==> src/hw/rtl/ppmsd_pkg.sv <==
package ppmsd_pkg;

    // Channel count default and result limit of one read-all run
    localparam int NUM_CHANNELS_DEF = 8;
    localparam int MAX_RESULTS      = 8;

    // Channel index carried between controller and datapath (fits 16 channels)
    localparam int CH_IDX_W = 4;
    // Width of a read-all length and of the reported valid count
    localparam int LEN_W    = 4;

    // Input word kinds
    localparam logic [1:0] KIND_CAPTURE  = 2'd0;
    localparam logic [1:0] KIND_READ_ONE = 2'd1;
    localparam logic [1:0] KIND_SET_OVR  = 2'd2;
    localparam logic [1:0] KIND_READ_ALL = 2'd3;

    // Configuration register indexes
    localparam int CFG_IDX_W = 3;
    localparam logic [CFG_IDX_W-1:0] REG_COUNTER_TOP    = 3'd0;
    localparam logic [CFG_IDX_W-1:0] REG_SYNC_THRESHOLD = 3'd1;
    localparam logic [CFG_IDX_W-1:0] REG_MIN_CHANNELS   = 3'd2;
    localparam logic [CFG_IDX_W-1:0] REG_MIN_PULSE      = 3'd3;
    localparam logic [CFG_IDX_W-1:0] REG_MAX_PULSE      = 3'd4;

    // Configuration reset values
    localparam logic [15:0] COUNTER_TOP_RST    = 16'd40000;
    localparam logic [15:0] SYNC_THRESHOLD_RST = 16'd8000;
    localparam logic [3:0]  MIN_CHANNELS_RST   = 4'd5;
    localparam logic [15:0] MIN_PULSE_RST      = 16'd900;
    localparam logic [15:0] MAX_PULSE_RST      = 16'd2100;

    // Output register source select
    localparam logic [1:0] OUT_ONE   = 2'd0;
    localparam logic [1:0] OUT_OVR   = 2'd1;
    localparam logic [1:0] OUT_EMPTY = 2'd2;
    localparam logic [1:0] OUT_ALL   = 2'd3;

    // Controller to datapath commands
    typedef struct packed {
        logic                capture;
        logic                read_one;
        logic                set_ovr;
        logic                all_start;
        logic                out_load;
        logic [1:0]          out_sel;
        logic [CH_IDX_W-1:0] all_idx;
        logic                all_last;
    } ppmsd_cmd_t;

    // Datapath to controller status
    typedef struct packed {
        logic [LEN_W-1:0] all_len;
    } ppmsd_stat_t;

endpackage

==> src/hw/rtl/ppmsd_if.sv <==
interface ppmsd_req_if;
    logic               valid;
    logic               ready;
    logic [1:0]         kind;
    logic [15:0]        timestamp;
    logic [7:0]         channel;
    logic signed [15:0] override_value;
    logic [7:0]         count;

    modport source (output valid, kind, timestamp, channel, override_value, count,
                    input ready);
    modport sink   (input valid, kind, timestamp, channel, override_value, count,
                    output ready);
endinterface

interface ppmsd_rsp_if;
    logic        valid;
    logic        ready;
    logic [15:0] value;
    logic        value_valid;
    logic [3:0]  valid_count;
    logic        accepted;
    logic        last;

    modport source (output valid, value, value_valid, valid_count, accepted, last,
                    input ready);
    modport sink   (input valid, value, value_valid, valid_count, accepted, last,
                    output ready);
endinterface

interface ppmsd_cfg_if;
    logic        valid;
    logic        ready;
    logic [2:0]  index;
    logic [15:0] data;

    modport source (output valid, index, data, input ready);
    modport sink   (input valid, index, data, output ready);
endinterface

==> src/hw/rtl/ppmsd_ctrl.sv <==
module ppmsd_ctrl #(
    parameter int NUM_CHANNELS = ppmsd_pkg::NUM_CHANNELS_DEF
) (
    input  logic                  clk,
    input  logic                  rst_n,
    input  logic                  in_valid,
    input  logic [1:0]            in_kind,
    output logic                  in_ready,
    output logic                  out_valid,
    input  logic                  out_ready,
    input  ppmsd_pkg::ppmsd_stat_t stat,
    output ppmsd_pkg::ppmsd_cmd_t  cmd
);

    localparam int IW = (NUM_CHANNELS > 1) ? $clog2(NUM_CHANNELS) : 1;

    localparam logic ST_IDLE = 1'b0;
    localparam logic ST_ALL  = 1'b1;

    logic                        state_reg, state_next;
    logic [IW-1:0]               idx_reg, idx_next;
    logic [ppmsd_pkg::LEN_W-1:0] len_reg, len_next;
    logic                        out_valid_reg, out_valid_next;
    logic                        slot_free;
    logic                        run_last;

    assign slot_free = !out_valid_reg || out_ready;
    assign in_ready  = (state_reg == ST_IDLE) && slot_free;
    assign out_valid = out_valid_reg;
    assign run_last  = (ppmsd_pkg::LEN_W'(idx_reg) + ppmsd_pkg::LEN_W'(1)) == len_reg;

    // Decode accepted words and step through read-all runs
    always_comb
    begin
        cmd            = '0;
        state_next     = state_reg;
        idx_next       = idx_reg;
        len_next       = len_reg;
        out_valid_next = out_valid_reg;
        if (out_valid_reg && out_ready)
        begin
            out_valid_next = 1'b0;
        end
        case (state_reg)
            ST_IDLE:
            begin
                if (in_valid && in_ready)
                begin
                    case (in_kind)
                        ppmsd_pkg::KIND_CAPTURE:
                        begin
                            cmd.capture = 1'b1;
                        end
                        ppmsd_pkg::KIND_READ_ONE:
                        begin
                            cmd.read_one   = 1'b1;
                            cmd.out_load   = 1'b1;
                            cmd.out_sel    = ppmsd_pkg::OUT_ONE;
                            out_valid_next = 1'b1;
                        end
                        ppmsd_pkg::KIND_SET_OVR:
                        begin
                            cmd.set_ovr    = 1'b1;
                            cmd.out_load   = 1'b1;
                            cmd.out_sel    = ppmsd_pkg::OUT_OVR;
                            out_valid_next = 1'b1;
                        end
                        ppmsd_pkg::KIND_READ_ALL:
                        begin
                            cmd.all_start = 1'b1;
                            if (stat.all_len == '0)
                            begin
                                cmd.out_load   = 1'b1;
                                cmd.out_sel    = ppmsd_pkg::OUT_EMPTY;
                                out_valid_next = 1'b1;
                            end
                            else
                            begin
                                state_next = ST_ALL;
                                idx_next   = '0;
                                len_next   = stat.all_len;
                            end
                        end
                        default:
                        begin
                        end
                    endcase
                end
            end
            ST_ALL:
            begin
                // Emit one channel per free output slot
                if (slot_free)
                begin
                    cmd.out_load   = 1'b1;
                    cmd.out_sel    = ppmsd_pkg::OUT_ALL;
                    cmd.all_idx    = ppmsd_pkg::CH_IDX_W'(idx_reg);
                    cmd.all_last   = run_last;
                    out_valid_next = 1'b1;
                    idx_next       = idx_reg + IW'(1);
                    if (run_last)
                    begin
                        state_next = ST_IDLE;
                    end
                end
            end
            default:
            begin
                state_next = ST_IDLE;
            end
        endcase
    end

    always_ff @(posedge clk or negedge rst_n)
    begin
        if (!rst_n)
        begin
            state_reg     <= ST_IDLE;
            idx_reg       <= '0;
            len_reg       <= '0;
            out_valid_reg <= 1'b0;
        end
        else
        begin
            state_reg     <= state_next;
            idx_reg       <= idx_next;
            len_reg       <= len_next;
            out_valid_reg <= out_valid_next;
        end
    end

endmodule

==> src/hw/rtl/ppmsd_dp.sv <==
module ppmsd_dp #(
    parameter int NUM_CHANNELS = ppmsd_pkg::NUM_CHANNELS_DEF
) (
    input  logic                              clk,
    input  logic                              rst_n,
    input  logic [15:0]                       timestamp,
    input  logic [7:0]                        channel,
    input  logic signed [15:0]                override_value,
    input  logic [7:0]                        count,
    input  logic                              cfg_valid,
    input  logic [ppmsd_pkg::CFG_IDX_W-1:0]   cfg_index,
    input  logic [15:0]                       cfg_data,
    output logic                              cfg_ready,
    input  ppmsd_pkg::ppmsd_cmd_t             cmd,
    output ppmsd_pkg::ppmsd_stat_t            stat,
    output logic [15:0]                       value,
    output logic                              value_valid,
    output logic [3:0]                        valid_count,
    output logic                              accepted,
    output logic                              last
);

    localparam int IW  = (NUM_CHANNELS > 1) ? $clog2(NUM_CHANNELS) : 1;
    localparam int CW  = $clog2(NUM_CHANNELS + 1);
    localparam int LIM = (NUM_CHANNELS < ppmsd_pkg::MAX_RESULTS) ?
                         NUM_CHANNELS : ppmsd_pkg::MAX_RESULTS;

    // Configuration registers
    logic [15:0] top_reg;
    logic [15:0] sync_reg;
    logic [3:0]  minch_reg;
    logic [15:0] minp_reg;
    logic [15:0] maxp_reg;

    // Decoder state
    logic [15:0] prev_reg;
    logic [CW-1:0] slot_reg;
    logic [CW-1:0] pub_reg;
    logic [CW-1:0] vc_reg;
    logic [15:0] pulse_reg [NUM_CHANNELS];
    logic [14:0] ovr_reg   [NUM_CHANNELS];

    // Output word
    logic [15:0] value_reg;
    logic        vv_reg;
    logic [3:0]  vcnt_reg;
    logic        acc_reg;
    logic        last_reg;

    logic [15:0]   gap;
    logic          is_sync;
    logic          slot_full;
    logic          ch_ok;
    logic          ovr_ok;
    logic          ovr_nonzero;
    logic [IW-1:0] rd_idx;
    logic [15:0]   half;
    logic [15:0]   clamped;
    logic [14:0]   rd_ovr;
    logic [15:0]   scaled;

    assign cfg_ready = 1'b1;

    // Pulse width from two captures, corrected for counter wrap
    assign gap       = timestamp - prev_reg + ((timestamp < prev_reg) ? top_reg : 16'd0);
    assign is_sync   = gap > sync_reg;
    assign slot_full = slot_reg == CW'(NUM_CHANNELS);

    assign ch_ok       = channel < 8'(NUM_CHANNELS);
    assign ovr_nonzero = override_value[14:0] != 15'd0;
    assign ovr_ok      = !override_value[15] && ch_ok;

    // Read-all length limited by channel count and run length
    assign stat.all_len = (count > 8'(LIM)) ? ppmsd_pkg::LEN_W'(LIM)
                                             : count[ppmsd_pkg::LEN_W-1:0];

    // Scale, clamp and override one stored width
    assign rd_idx = cmd.read_one ? channel[IW-1:0] : cmd.all_idx[IW-1:0];
    assign half   = {1'b0, pulse_reg[rd_idx][15:1]};
    assign rd_ovr = ovr_reg[rd_idx];

    always_comb
    begin
        if (half > maxp_reg)
        begin
            clamped = maxp_reg;
        end
        else if (half < minp_reg)
        begin
            clamped = minp_reg;
        end
        else
        begin
            clamped = half;
        end
        scaled = (rd_ovr != 15'd0) ? {1'b0, rd_ovr} : clamped;
    end

    // Configuration writes
    always_ff @(posedge clk or negedge rst_n)
    begin
        if (!rst_n)
        begin
            top_reg   <= ppmsd_pkg::COUNTER_TOP_RST;
            sync_reg  <= ppmsd_pkg::SYNC_THRESHOLD_RST;
            minch_reg <= ppmsd_pkg::MIN_CHANNELS_RST;
            minp_reg  <= ppmsd_pkg::MIN_PULSE_RST;
            maxp_reg  <= ppmsd_pkg::MAX_PULSE_RST;
        end
        else if (cfg_valid)
        begin
            case (cfg_index)
                ppmsd_pkg::REG_COUNTER_TOP:    top_reg   <= cfg_data;
                ppmsd_pkg::REG_SYNC_THRESHOLD: sync_reg  <= cfg_data;
                ppmsd_pkg::REG_MIN_CHANNELS:   minch_reg <= cfg_data[3:0];
                ppmsd_pkg::REG_MIN_PULSE:      minp_reg  <= cfg_data;
                ppmsd_pkg::REG_MAX_PULSE:      maxp_reg  <= cfg_data;
                default:
                begin
                end
            endcase
        end
    end

    // Frame decoding, slot stores and published count
    always_ff @(posedge clk or negedge rst_n)
    begin
        if (!rst_n)
        begin
            prev_reg <= '0;
            slot_reg <= '0;
            pub_reg  <= '0;
            vc_reg   <= '0;
            for (int i = 0; i < NUM_CHANNELS; i++)
            begin
                pulse_reg[i] <= '0;
                ovr_reg[i]   <= '0;
            end
        end
        else
        begin
            if (cmd.capture)
            begin
                prev_reg <= timestamp;
                if (is_sync)
                begin
                    if (8'(slot_reg) >= 8'(minch_reg))
                    begin
                        pub_reg <= slot_reg;
                    end
                    slot_reg <= '0;
                end
                else if (!slot_full)
                begin
                    pulse_reg[slot_reg[IW-1:0]] <= gap;
                    slot_reg <= slot_reg + CW'(1);
                    if (slot_reg == CW'(NUM_CHANNELS - 1))
                    begin
                        pub_reg <= CW'(NUM_CHANNELS);
                    end
                end
            end
            if (cmd.read_one && ch_ok)
            begin
                pub_reg <= '0;
            end
            if (cmd.all_start)
            begin
                vc_reg  <= pub_reg;
                pub_reg <= '0;
            end
            if (cmd.set_ovr && ovr_ok)
            begin
                ovr_reg[channel[IW-1:0]] <= override_value[14:0];
                if (ovr_nonzero)
                begin
                    pub_reg <= CW'(1);
                end
            end
        end
    end

    // Load the output word
    always_ff @(posedge clk)
    begin
        if (cmd.out_load)
        begin
            case (cmd.out_sel)
                ppmsd_pkg::OUT_ONE:
                begin
                    value_reg <= ch_ok ? scaled : 16'd0;
                    vv_reg    <= ch_ok;
                    vcnt_reg  <= 4'(pub_reg);
                    acc_reg   <= 1'b0;
                    last_reg  <= 1'b0;
                end
                ppmsd_pkg::OUT_OVR:
                begin
                    value_reg <= 16'd0;
                    vv_reg    <= 1'b0;
                    vcnt_reg  <= 4'd0;
                    acc_reg   <= ovr_ok && ovr_nonzero;
                    last_reg  <= 1'b0;
                end
                ppmsd_pkg::OUT_EMPTY:
                begin
                    value_reg <= 16'd0;
                    vv_reg    <= 1'b0;
                    vcnt_reg  <= 4'(pub_reg);
                    acc_reg   <= 1'b0;
                    last_reg  <= 1'b1;
                end
                default:
                begin
                    value_reg <= scaled;
                    vv_reg    <= 1'b1;
                    vcnt_reg  <= 4'(vc_reg);
                    acc_reg   <= 1'b0;
                    last_reg  <= cmd.all_last;
                end
            endcase
        end
    end

    assign value       = value_reg;
    assign value_valid = vv_reg;
    assign valid_count = vcnt_reg;
    assign accepted    = acc_reg;
    assign last        = last_reg;

endmodule

==> src/hw/rtl/ppm_sum_decoder_with_override.sv <==
// Channel | Role   | Word
// req     | sink   | capture edge, read one, set override or read all
// rsp     | source | one result word (value, value_valid, valid_count, accepted, last)
// cfg     | sink   | register index and 16-bit write data, always ready
//
// Capture edge: no result. Read one and set override: the
// result sits in the output register from the next cycle on.
// Read all of n channels: a start step, then one result per cycle while rsp is ready;
// the shared scale-and-clamp unit reads one stored channel per cycle.
// req stalls while a result is held unread and during a read-all run.
// Reset clears all stores and the published count at once.
module ppm_sum_decoder_with_override #(
    parameter int NUM_CHANNELS = ppmsd_pkg::NUM_CHANNELS_DEF
) (
    input logic         clk,
    input logic         rst_n,
    ppmsd_req_if.sink   req,
    ppmsd_rsp_if.source rsp,
    ppmsd_cfg_if.sink   cfg
);

    ppmsd_pkg::ppmsd_cmd_t  cmd;
    ppmsd_pkg::ppmsd_stat_t stat;

    ppmsd_ctrl #(
        .NUM_CHANNELS (NUM_CHANNELS)
    ) u_ctrl (
        .clk       (clk),
        .rst_n     (rst_n),
        .in_valid  (req.valid),
        .in_kind   (req.kind),
        .in_ready  (req.ready),
        .out_valid (rsp.valid),
        .out_ready (rsp.ready),
        .stat      (stat),
        .cmd       (cmd)
    );

    ppmsd_dp #(
        .NUM_CHANNELS (NUM_CHANNELS)
    ) u_dp (
        .clk            (clk),
        .rst_n          (rst_n),
        .timestamp      (req.timestamp),
        .channel        (req.channel),
        .override_value (req.override_value),
        .count          (req.count),
        .cfg_valid      (cfg.valid),
        .cfg_index      (cfg.index),
        .cfg_data       (cfg.data),
        .cfg_ready      (cfg.ready),
        .cmd            (cmd),
        .stat           (stat),
        .value          (rsp.value),
        .value_valid    (rsp.value_valid),
        .valid_count    (rsp.valid_count),
        .accepted       (rsp.accepted),
        .last           (rsp.last)
    );

`ifndef SYNTH
    // No new word while a result waits
    a_hold_input: assert property (@(posedge clk) disable iff (!rst_n)
        (rsp.valid && !rsp.ready) |-> !req.ready)
        else $error("input taken while a result is held");

    // Override results carry nothing but the accept flag
    a_ovr_result: assert property (@(posedge clk) disable iff (!rst_n)
        (rsp.valid && rsp.accepted) |->
            (rsp.value == 16'd0 && !rsp.value_valid && !rsp.last && rsp.valid_count == 4'd0))
        else $error("override result carries reading fields");

    // A read-all start loads no result when a run follows
    a_run_start: assert property (@(posedge clk) disable iff (!rst_n)
        (cmd.all_start && !cmd.out_load) |=> !req.ready)
        else $error("input taken during a read-all run");
`endif

endmodule
==> src/flat_wrapper.sv <==
// flat-port wrapper written by rule: the top's interface ports become plain ports
module ppm_sum_decoder_with_override_flat 
#(
    parameter int NUM_CHANNELS = ppmsd_pkg::NUM_CHANNELS_DEF
)
  (clk, rst_n, req_valid, req_kind, req_timestamp, req_channel, req_override_value, req_count, req_ready, rsp_valid, rsp_value, rsp_value_valid, rsp_valid_count, rsp_accepted, rsp_last, rsp_ready, cfg_valid, cfg_index, cfg_data, cfg_ready);
  ppmsd_req_if req_i ();
  ppmsd_rsp_if rsp_i ();
  ppmsd_cfg_if cfg_i ();
  input logic clk;
  input logic rst_n;
  input wire logic [$bits(req_i.valid)-1:0] req_valid;
  input wire logic [$bits(req_i.kind)-1:0] req_kind;
  input wire logic [$bits(req_i.timestamp)-1:0] req_timestamp;
  input wire logic [$bits(req_i.channel)-1:0] req_channel;
  input wire logic [$bits(req_i.override_value)-1:0] req_override_value;
  input wire logic [$bits(req_i.count)-1:0] req_count;
  output wire logic [$bits(req_i.ready)-1:0] req_ready;
  output wire logic [$bits(rsp_i.valid)-1:0] rsp_valid;
  output wire logic [$bits(rsp_i.value)-1:0] rsp_value;
  output wire logic [$bits(rsp_i.value_valid)-1:0] rsp_value_valid;
  output wire logic [$bits(rsp_i.valid_count)-1:0] rsp_valid_count;
  output wire logic [$bits(rsp_i.accepted)-1:0] rsp_accepted;
  output wire logic [$bits(rsp_i.last)-1:0] rsp_last;
  input wire logic [$bits(rsp_i.ready)-1:0] rsp_ready;
  input wire logic [$bits(cfg_i.valid)-1:0] cfg_valid;
  input wire logic [$bits(cfg_i.index)-1:0] cfg_index;
  input wire logic [$bits(cfg_i.data)-1:0] cfg_data;
  output wire logic [$bits(cfg_i.ready)-1:0] cfg_ready;
  assign req_i.valid = req_valid;
  assign req_i.kind = req_kind;
  assign req_i.timestamp = req_timestamp;
  assign req_i.channel = req_channel;
  assign req_i.override_value = req_override_value;
  assign req_i.count = req_count;
  assign req_ready = req_i.ready;
  assign rsp_valid = rsp_i.valid;
  assign rsp_value = rsp_i.value;
  assign rsp_value_valid = rsp_i.value_valid;
  assign rsp_valid_count = rsp_i.valid_count;
  assign rsp_accepted = rsp_i.accepted;
  assign rsp_last = rsp_i.last;
  assign rsp_i.ready = rsp_ready;
  assign cfg_i.valid = cfg_valid;
  assign cfg_i.index = cfg_index;
  assign cfg_i.data = cfg_data;
  assign cfg_ready = cfg_i.ready;
  ppm_sum_decoder_with_override #(.NUM_CHANNELS(NUM_CHANNELS)) u_core (.clk(clk), .rst_n(rst_n), .req(req_i), .rsp(rsp_i), .cfg(cfg_i));
endmodule
==> config.mk <==
export PLATFORM = sky130hd
export DESIGN_NAME = ppm_sum_decoder_with_override_flat
export DESIGN_NICKNAME = d
export VERILOG_FILES = /design/src/hw/rtl/ppmsd_pkg.sv /design/src/hw/rtl/ppmsd_if.sv /design/src/hw/rtl/ppmsd_ctrl.sv /design/src/hw/rtl/ppmsd_dp.sv /design/src/hw/rtl/ppm_sum_decoder_with_override.sv /design/src/flat_wrapper.sv
export SDC_FILE = /design/constraint.sdc
export NUM_CORES = 1
export LEC_CHECK = 0
export BUFFER_PORTS_ARGS = -buffer_cell sky130_fd_sc_hd__buf_2
export CAP_MARGIN = 20
export CORE_ASPECT_RATIO = 0.9
export CORE_MARGIN = 5
export CORE_UTILIZATION = 25
export DETAILED_ROUTE_END_ITERATION = 7
export GPL_TIMING_DRIVEN = 0
export PLACE_DENSITY = 0.37
export SYNTH_ARGS = -nofsm -noshare
export SYNTH_HDL_FRONTEND = slang
export SYNTH_SLANG_ARGS = --single-unit
==> constraint.sdc <==
create_clock -name clk -period 7.3 [get_ports clk]
set_clock_uncertainty 0.05 [all_clocks]
set_input_delay 1.46 -clock clk [delete_from_list [all_inputs] [get_ports clk]]
set_output_delay 1.46 -clock clk [all_outputs]
set_load 0.03 [all_outputs]
Word level (Yosys, flattened, before mapping)
Index checks and enable logic that the tools add are counted.

Register bits: 376. Latch bits: 0. Memory bits (writable): 0. Memory bits (read-only): 0. Input port bits: 74. Output and inout bits: 26. Logic and storage cells: 168. Memories kept: 0.

Add/subtract/negate cells: 5. $mul: 0. Divide/modulo/power cells: 0. Order comparisons: 12. Equality and inequality tests: 17. Shift-type cells: 0. Multiplexer cells: 62. Bitwise gates (word level): 7. Reduce and logical (&&, ||, !) cells: 31.

Operators with widths (count): 128-bit bitwise mux (1); 16-bit two-way mux (8); 120-bit bitwise mux (1); 4-bit two-way mux (14); 16-bit binary-select mux with 3-bit select (1); 16-bit demux with 3-bit select (1); 15-bit binary-select mux with 3-bit select (1); 15-bit demux with 3-bit select (1); 15-bit two-way mux (3); 16-bit case mux with 2 select lines (1); 15-bit nonzero test (2); 3-bit two-way mux (6); 16-bit adder (1); 15-bit by 16-bit > comparator with 1-bit output (1); 16-bit > comparator (1); 15-bit by 16-bit < comparator with 1-bit output (1); 16-bit < comparator (1); 16-bit subtractor (1); 1-bit two-way mux (13); 4-bit greater-or-equal comparator, second input constant (3); 3-bit inverter with 4-bit output (3); 3-bit case mux with 2 select lines (2); 2-bit AND reduction (6); 1-bit case mux with 2 select lines (5); other kinds (31) (56).

Depth between registers and ports, before layout
Depth after elaboration: 18. Gate-level depth with buffers: 34.

Cells and area by module
Synthesis repeated with hierarchy kept, for this count alone.

Cells, all modules: 1619. Area total of the unflattened synthesis: 19421.1 µm².

By module, submodules not included: ppmsd_dp (instances 1, cells each 1551, area an instance 18760.5 µm², seq. area each 9125.0 µm²); ppmsd_ctrl (instances 1, cells each 68, area an instance 660.6 µm², seq. area each 225.2 µm²).

Worst setup path before layout
OpenSTA, ideal clock, no wires.

Path type: input to register. Start point: in req_timestamp[1]. End point: reg u_core.u_dp.pulse_reg[23] (netlist bit). Library setup time: 0.147 ns. Arrival: 8.128 ns. Required time: 7.103 ns. Slack: -1.025 ns. Stages on the path: 31. Buffers on the path: 3. Path through: ha_1 -> a21o_1 -> a211oi_1 -> o31ai_1 -> a2111o_1 -> a221oi_2 -> clkbuf_1 -> nand2_1 -> fa_1 -> inv_1 -> ha_1 -> a21o_1 -> a21oi_1 -> nor2b_1 -> o21ai_0 -> a21o_1 -> a2111oi_0 -> a2111oi_0 -> xor2_1 -> inv_1 -> ha_1 -> nand2_1 -> nor2_1 -> a21boi_1 -> o22ai_1 -> nor2_1 -> or4b_2 -> clkbuf_1 -> clkbuf_1 -> nand2_1 -> o21ai_0.

Cells in the longest elaborated chain, start to end: 6. Elaborated cells on any way between the ends: 8. Those cells by class: 2 x add/sub; 2 x order compare; 2 x mux; 1 x bitwise; 1 x reduce/logical.

Ends and longest elaborated chain: from (decl) (RTL line flat_wrapper.sv:14) `input wire logic [$bits(req_i.timestamp)-1:0] req_timestamp;`; 16-bit < comparator (RTL line ppmsd_dp.sv:65) `assign gap = timestamp - prev_reg + ((timestamp < prev_reg) ? top_reg : 16'd0);`; 16-bit two-way mux (RTL line ppmsd_dp.sv:65); 16-bit adder (*) (RTL line ppmsd_dp.sv:65); net u_core.u_dp.gap[13] (RTL line ppmsd_dp.sv:50) `logic [15:0] gap;`; 16-bit > comparator (*) (RTL line ppmsd_dp.sv:66) `assign is_sync = gap > sync_reg;`; 1-bit inverter (no line) (*); 3-bit AND reduction (no line) (*); to (signal, indexed assignment) (RTL line ppmsd_dp.sv:155) `pulse_reg[slot_reg[IW-1:0]] <= gap;`; to (decl) (RTL line ppmsd_dp.sv:40) `logic [15:0] pulse_reg [NUM_CHANNELS];`.

The timed path passes the listed nets; every way through them passes the cells marked *. A chain may end at the register's enable or synchronous reset.

Worst setup path after layout
Start point: in req_timestamp[5]. End point: reg u_core.u_dp.pulse_reg[28] (netlist bit).

The elaborated chain is that of the path after synthesis.

==> impl_metrics.json <==
{
  "antenna_found_initial": 2,
  "num_rows": 96,
  "crit_arrival_ns": 7.77,
  "design_area_sq_um": 24700,
  "r2r_end": "u_core.u_dp.pulse_reg[28]",
  "pwr-share-clk_pct": 18.8,
  "hold_class": "reg -> reg",
  "cts-root-buf": "clkbuf_16",
  "cts_made_buffers": 46,
  "layout-drive-gt1-share_pct": 34.8,
  "h-tree-depth": 2,
  "violations": "setup timing",
  "max_stage_delay_ns": 0.53,
  "crit_path_end": "u_core.u_dp.pulse_reg[28]",
  "p_seq_share_pct": 23.4,
  "worstMarginPinSlew_ns": 1.13,
  "track_usage_pct": 15.2,
  "p_leak_nw": 11.3,
  "synth_xor_area_share_pct": 0.812,
  "yosysWarnings": 0,
  "area_growth_pct": 28.1,
  "grt-ovfl-total": 0,
  "async_flop_share_pct": 93.8,
  "r2r_slack_ns": 0.39,
  "grt_pass1_wl_mm": 95.7,
  "vias": 14044,
  "wl_per_cell_microns": 21.1,
  "clockBufferDepth": 3,
  "setup-violations-final": 40,
  "drcViolationCount": 0,
  "synth_compound_area_share_pct": 11.2,
  "syn_area_per_cell_sq_um": 11.2,
  "synth_top_cell_area_share_pct": 42.1,
  "synth_fp_nets": 1900,
  "synth_area_sq_um": 19300,
  "required_ns": 7.70,
  "swShare_pct": 43.6,
  "num_antenna_cells": 0,
  "drt_iter0_markers": 696,
  "grt_max_degree": 114,
  "floorplan.die.height_microns": 273,
  "p_per_area_nw_per_um2": 496,
  "clk_pin_slew_ns": 0.06,
  "synth_top_family_by_area": "multiplexers",
  "rsz0062_at_grt": "true",
  "min_period_ns": 7.37,
  "crit_start": "req_timestamp[5]",
  "initial_core_util_pct": 25.2,
  "first_pass_iters": 5,
  "combPwrFrac_pct": 57.7,
  "synth_cells": 1723,
  "relSlewSlack_pct": 24.9,
  "start_kind": "input port",
  "vias_per_cell": 4.67,
  "core-area_sq_um": 76400,
  "synth_simple_gate_area_share_pct": 8.49,
  "cpMaxStageDelayCell": "fa_1",
  "grt_pass1_vias": 14904,
  "die_width_microns": 303,
  "cap_violations": 0,
  "ys_ff_latch": 368,
  "cts_tree": "built",
  "ys_seq_area_share_pct": 48.5,
  "globalplace.congestion": 0.778,
  "synth_fa_ha_area_share_pct": 7.27,
  "drv_slew": 0,
  "fin_nets": 2122,
  "crit_path_end_kind": "flop",
  "ys_types": 72,
  "path_max_fanout": 8,
  "die-area_sq_um": 82700,
  "switchingPower_w": 0.00534,
  "internal_power_w": 0.00690,
  "synthMuxAreaShare_pct": 19.1,
  "whs_ns": 0.426,
  "rr_startpoint": "u_core.u_dp.prev_reg[1]",
  "wirelength_mm": 63.4,
  "setup_slack_ns": -0.0732,
  "place_area_sq_um": 21500,
  "drtAntennaViolNets": 0,
  "hold_viol_final": 0,
  "worstSkewPairLatency_ns": 0.58,
  "final_cells": 3010,
  "outcome": "finished with violations",
  "dpl.cell_count": 2849,
  "dpl.hpwl_mm": 45.6,
  "fin_util_pct": 32.3,
  "synth_area_leaders": "dfrtp_1, mux2_2, ha_1",
  "synth_top_area_cell": "dfrtp_1",
  "setup.worst_path.class": "in -> reg",
  "min_period_over_period_pct": 101,
  "synth_edf_count": 23,
  "numPortBuffers": 90,
  "r2r_cells": 35,
  "holdCritStartpoint": "u_core.u_dp.pulse_reg[3]",
  "power.total_w": 0.0122,
  "io_pins": 100,
  "irDropWorstVdd_mv": 0.297,
  "synthFlopType": "dfrtp_1",
  "fmax_ghz": 0.136,
  "cts.sinks": 368
}
-- metal layers --
| layer | vias to the layer above | part of all wire [%] | GRT usage (%) |
|---|---|---|---|
| met1 | 7178 | 52 | 22.9 |
| li1 | 6599 | - | - |
| met2 | 205 | 44 | 23.1 |
| met4 | 0 | 1.7 | 3.31 |
| met3 | 62 | 2.9 | 2.01 |
| met5 | - | 0 | 0 |
-- cells by family (layout without fill, tap and decap cells) --
family,count (synthesis),in the layout
buffers and inverters,216,473
xor gates and xnor gates,17,17
muxes,339,339
AOI/OAI and AO/OA,331,331
adders and majority gates,103,103
DFF,368,368
and+or+nand+nor,348,349
other,1,1
-- cells in the mapped netlist (4+ instances only) --
| cell type | count |
|---|---|
| or3_1 | 4 |
| nand2b_1 | 11 |
| a21o_1 | 11 |
| nand4b_1 | 4 |
| a221o_1 | 15 |
| o21ai_0 | 159 |
| o22ai_1 | 17 |
| nand4_1 | 15 |
| nor2_1 | 48 |
| nor2b_1 | 11 |
| dfstp_2 | 21 |
| o31ai_1 | 19 |
| buf_4 | 9 |
| mux2_2 | 229 |
| a2111oi_0 | 4 |
| a211oi_1 | 5 |
| clkbuf_1 | 60 |
| o22a_1 | 14 |
| a41oi_1 | 16 |
| buf_1 | 4 |
| nor4_1 | 7 |
| nor3_1 | 13 |
| buf_2 | 8 |
| o21a_1 | 9 |
| inv_1 | 131 |
| edfxtp_1 | 23 |
| fa_1 | 15 |
| mux2i_1 | 107 |
| dfrtp_1 | 324 |
| a21oi_1 | 28 |
| and3_1 | 6 |
| nand2_1 | 191 |
| o221ai_1 | 14 |
| xor2_1 | 10 |
| buf_6 | 4 |
| xnor2_1 | 6 |
| ha_1 | 88 |
| nand3_1 | 10 |
-- final cells by class --
| class | count | area, sq um |
|---|---|---|
| plain buffers | 80 | 608 |
| clock buffers | 72 | 1380 |
| clock inverters | 12 | 136 |
| fillers | 7835 | 51700 |
| inverters | 131 | 492 |
| multi-input cells | 1140 | 10000 |
| flip-flops and latches | 368 | 9350 |
| well taps | 1029 | 1290 |
| repair buffers | 178 | 1380 |
-- worst min-delay path by stage --
stage,end,slack (ns),cells after the start
final,u_core.u_dp.pulse_reg[3],0.43,2
after global routing,u_core.u_dp.pulse_reg[55],0.45,2
after CTS,u_core.u_dp.pulse_reg[6],0.43,2
after detailed placement,u_core.u_dp.pulse_reg[6],0.42,2
after global placement,u_core.u_dp.pulse_reg[13],0.41,2
after floorplan,u_core.u_dp.pulse_reg[10],0.40,2
-- layout by cell type, fill, tap and decap left out, drive strengths merged, types with 6 or more instances in the layout --
| cell type | netlist | layout |
|---|---|---|
| mux2 | 232 | 232 |
| buf | 25 | 204 |
| nand4 | 15 | 15 |
| o22a | 14 | 14 |
| nand2 | 192 | 192 |
| xnor2 | 7 | 7 |
| fa | 15 | 15 |
| ha | 88 | 88 |
| nor3 | 14 | 14 |
| nor4 | 10 | 10 |
| clkbuf | 60 | 126 |
| nor2 | 51 | 51 |
| and3 | 6 | 6 |
| a21o | 11 | 11 |
| nand2b | 12 | 12 |
| o21a | 9 | 9 |
| mux2i | 107 | 107 |
| o22ai | 17 | 17 |
| a41oi | 16 | 16 |
| nor2b | 11 | 11 |
| xor2 | 10 | 10 |
| a221o | 15 | 15 |
| inv | 131 | 133 |
| o221ai | 14 | 14 |
| edfxtp | 23 | 23 |
| a21oi | 28 | 28 |
| o31ai | 20 | 20 |
| dfstp | 21 | 21 |
| dfrtp | 324 | 324 |
| o21ai | 159 | 159 |
| nand3 | 10 | 10 |
-- power groups by stage --
stage	clock (W)	sequential, W	combinational, W
2_1_floorplan	0	0.00290	0.00324
3_3_place_gp	0	0.00289	0.00507
3_5_place_dp	0	0.00289	0.00518
4_1_cts	0.00239	0.00286	0.00653
5_1_grt	0.00247	0.00292	0.00769
6_report	0.00231	0.00287	0.00707
-- what timing repair did --
item,4_1_cts,5_1_grt
gates cloned,7,2
hold buffers,0,0
setup buffers,62,14
pin swaps,41,43
setup endpoints to repair,128,132
gates resized for setup,119,135
endpoints found under the hold margin,0,0
-- through the flow --
step	setup TNS (ns)	setup WS, ns
2_1_floorplan	-10.61	-0.171
6_report	-1.24	-0.0732
3_5_place_dp	-261.58	-2.33
3_3_place_gp	-1075.94	-2.56
5_1_grt	-26.97	-0.322
4_1_cts	-6.23	-0.137
-- worst max-delay path, delay by kind of cell --
kind,cells,cell delay (ns)
compound gates,16,2.84
xor+xnor,1,0.18
fa+ha+maj,4,1.20
buf+inv,9,1.21
simple gates,6,0.85
Note: power is estimated with default switching activity, not from simulation.
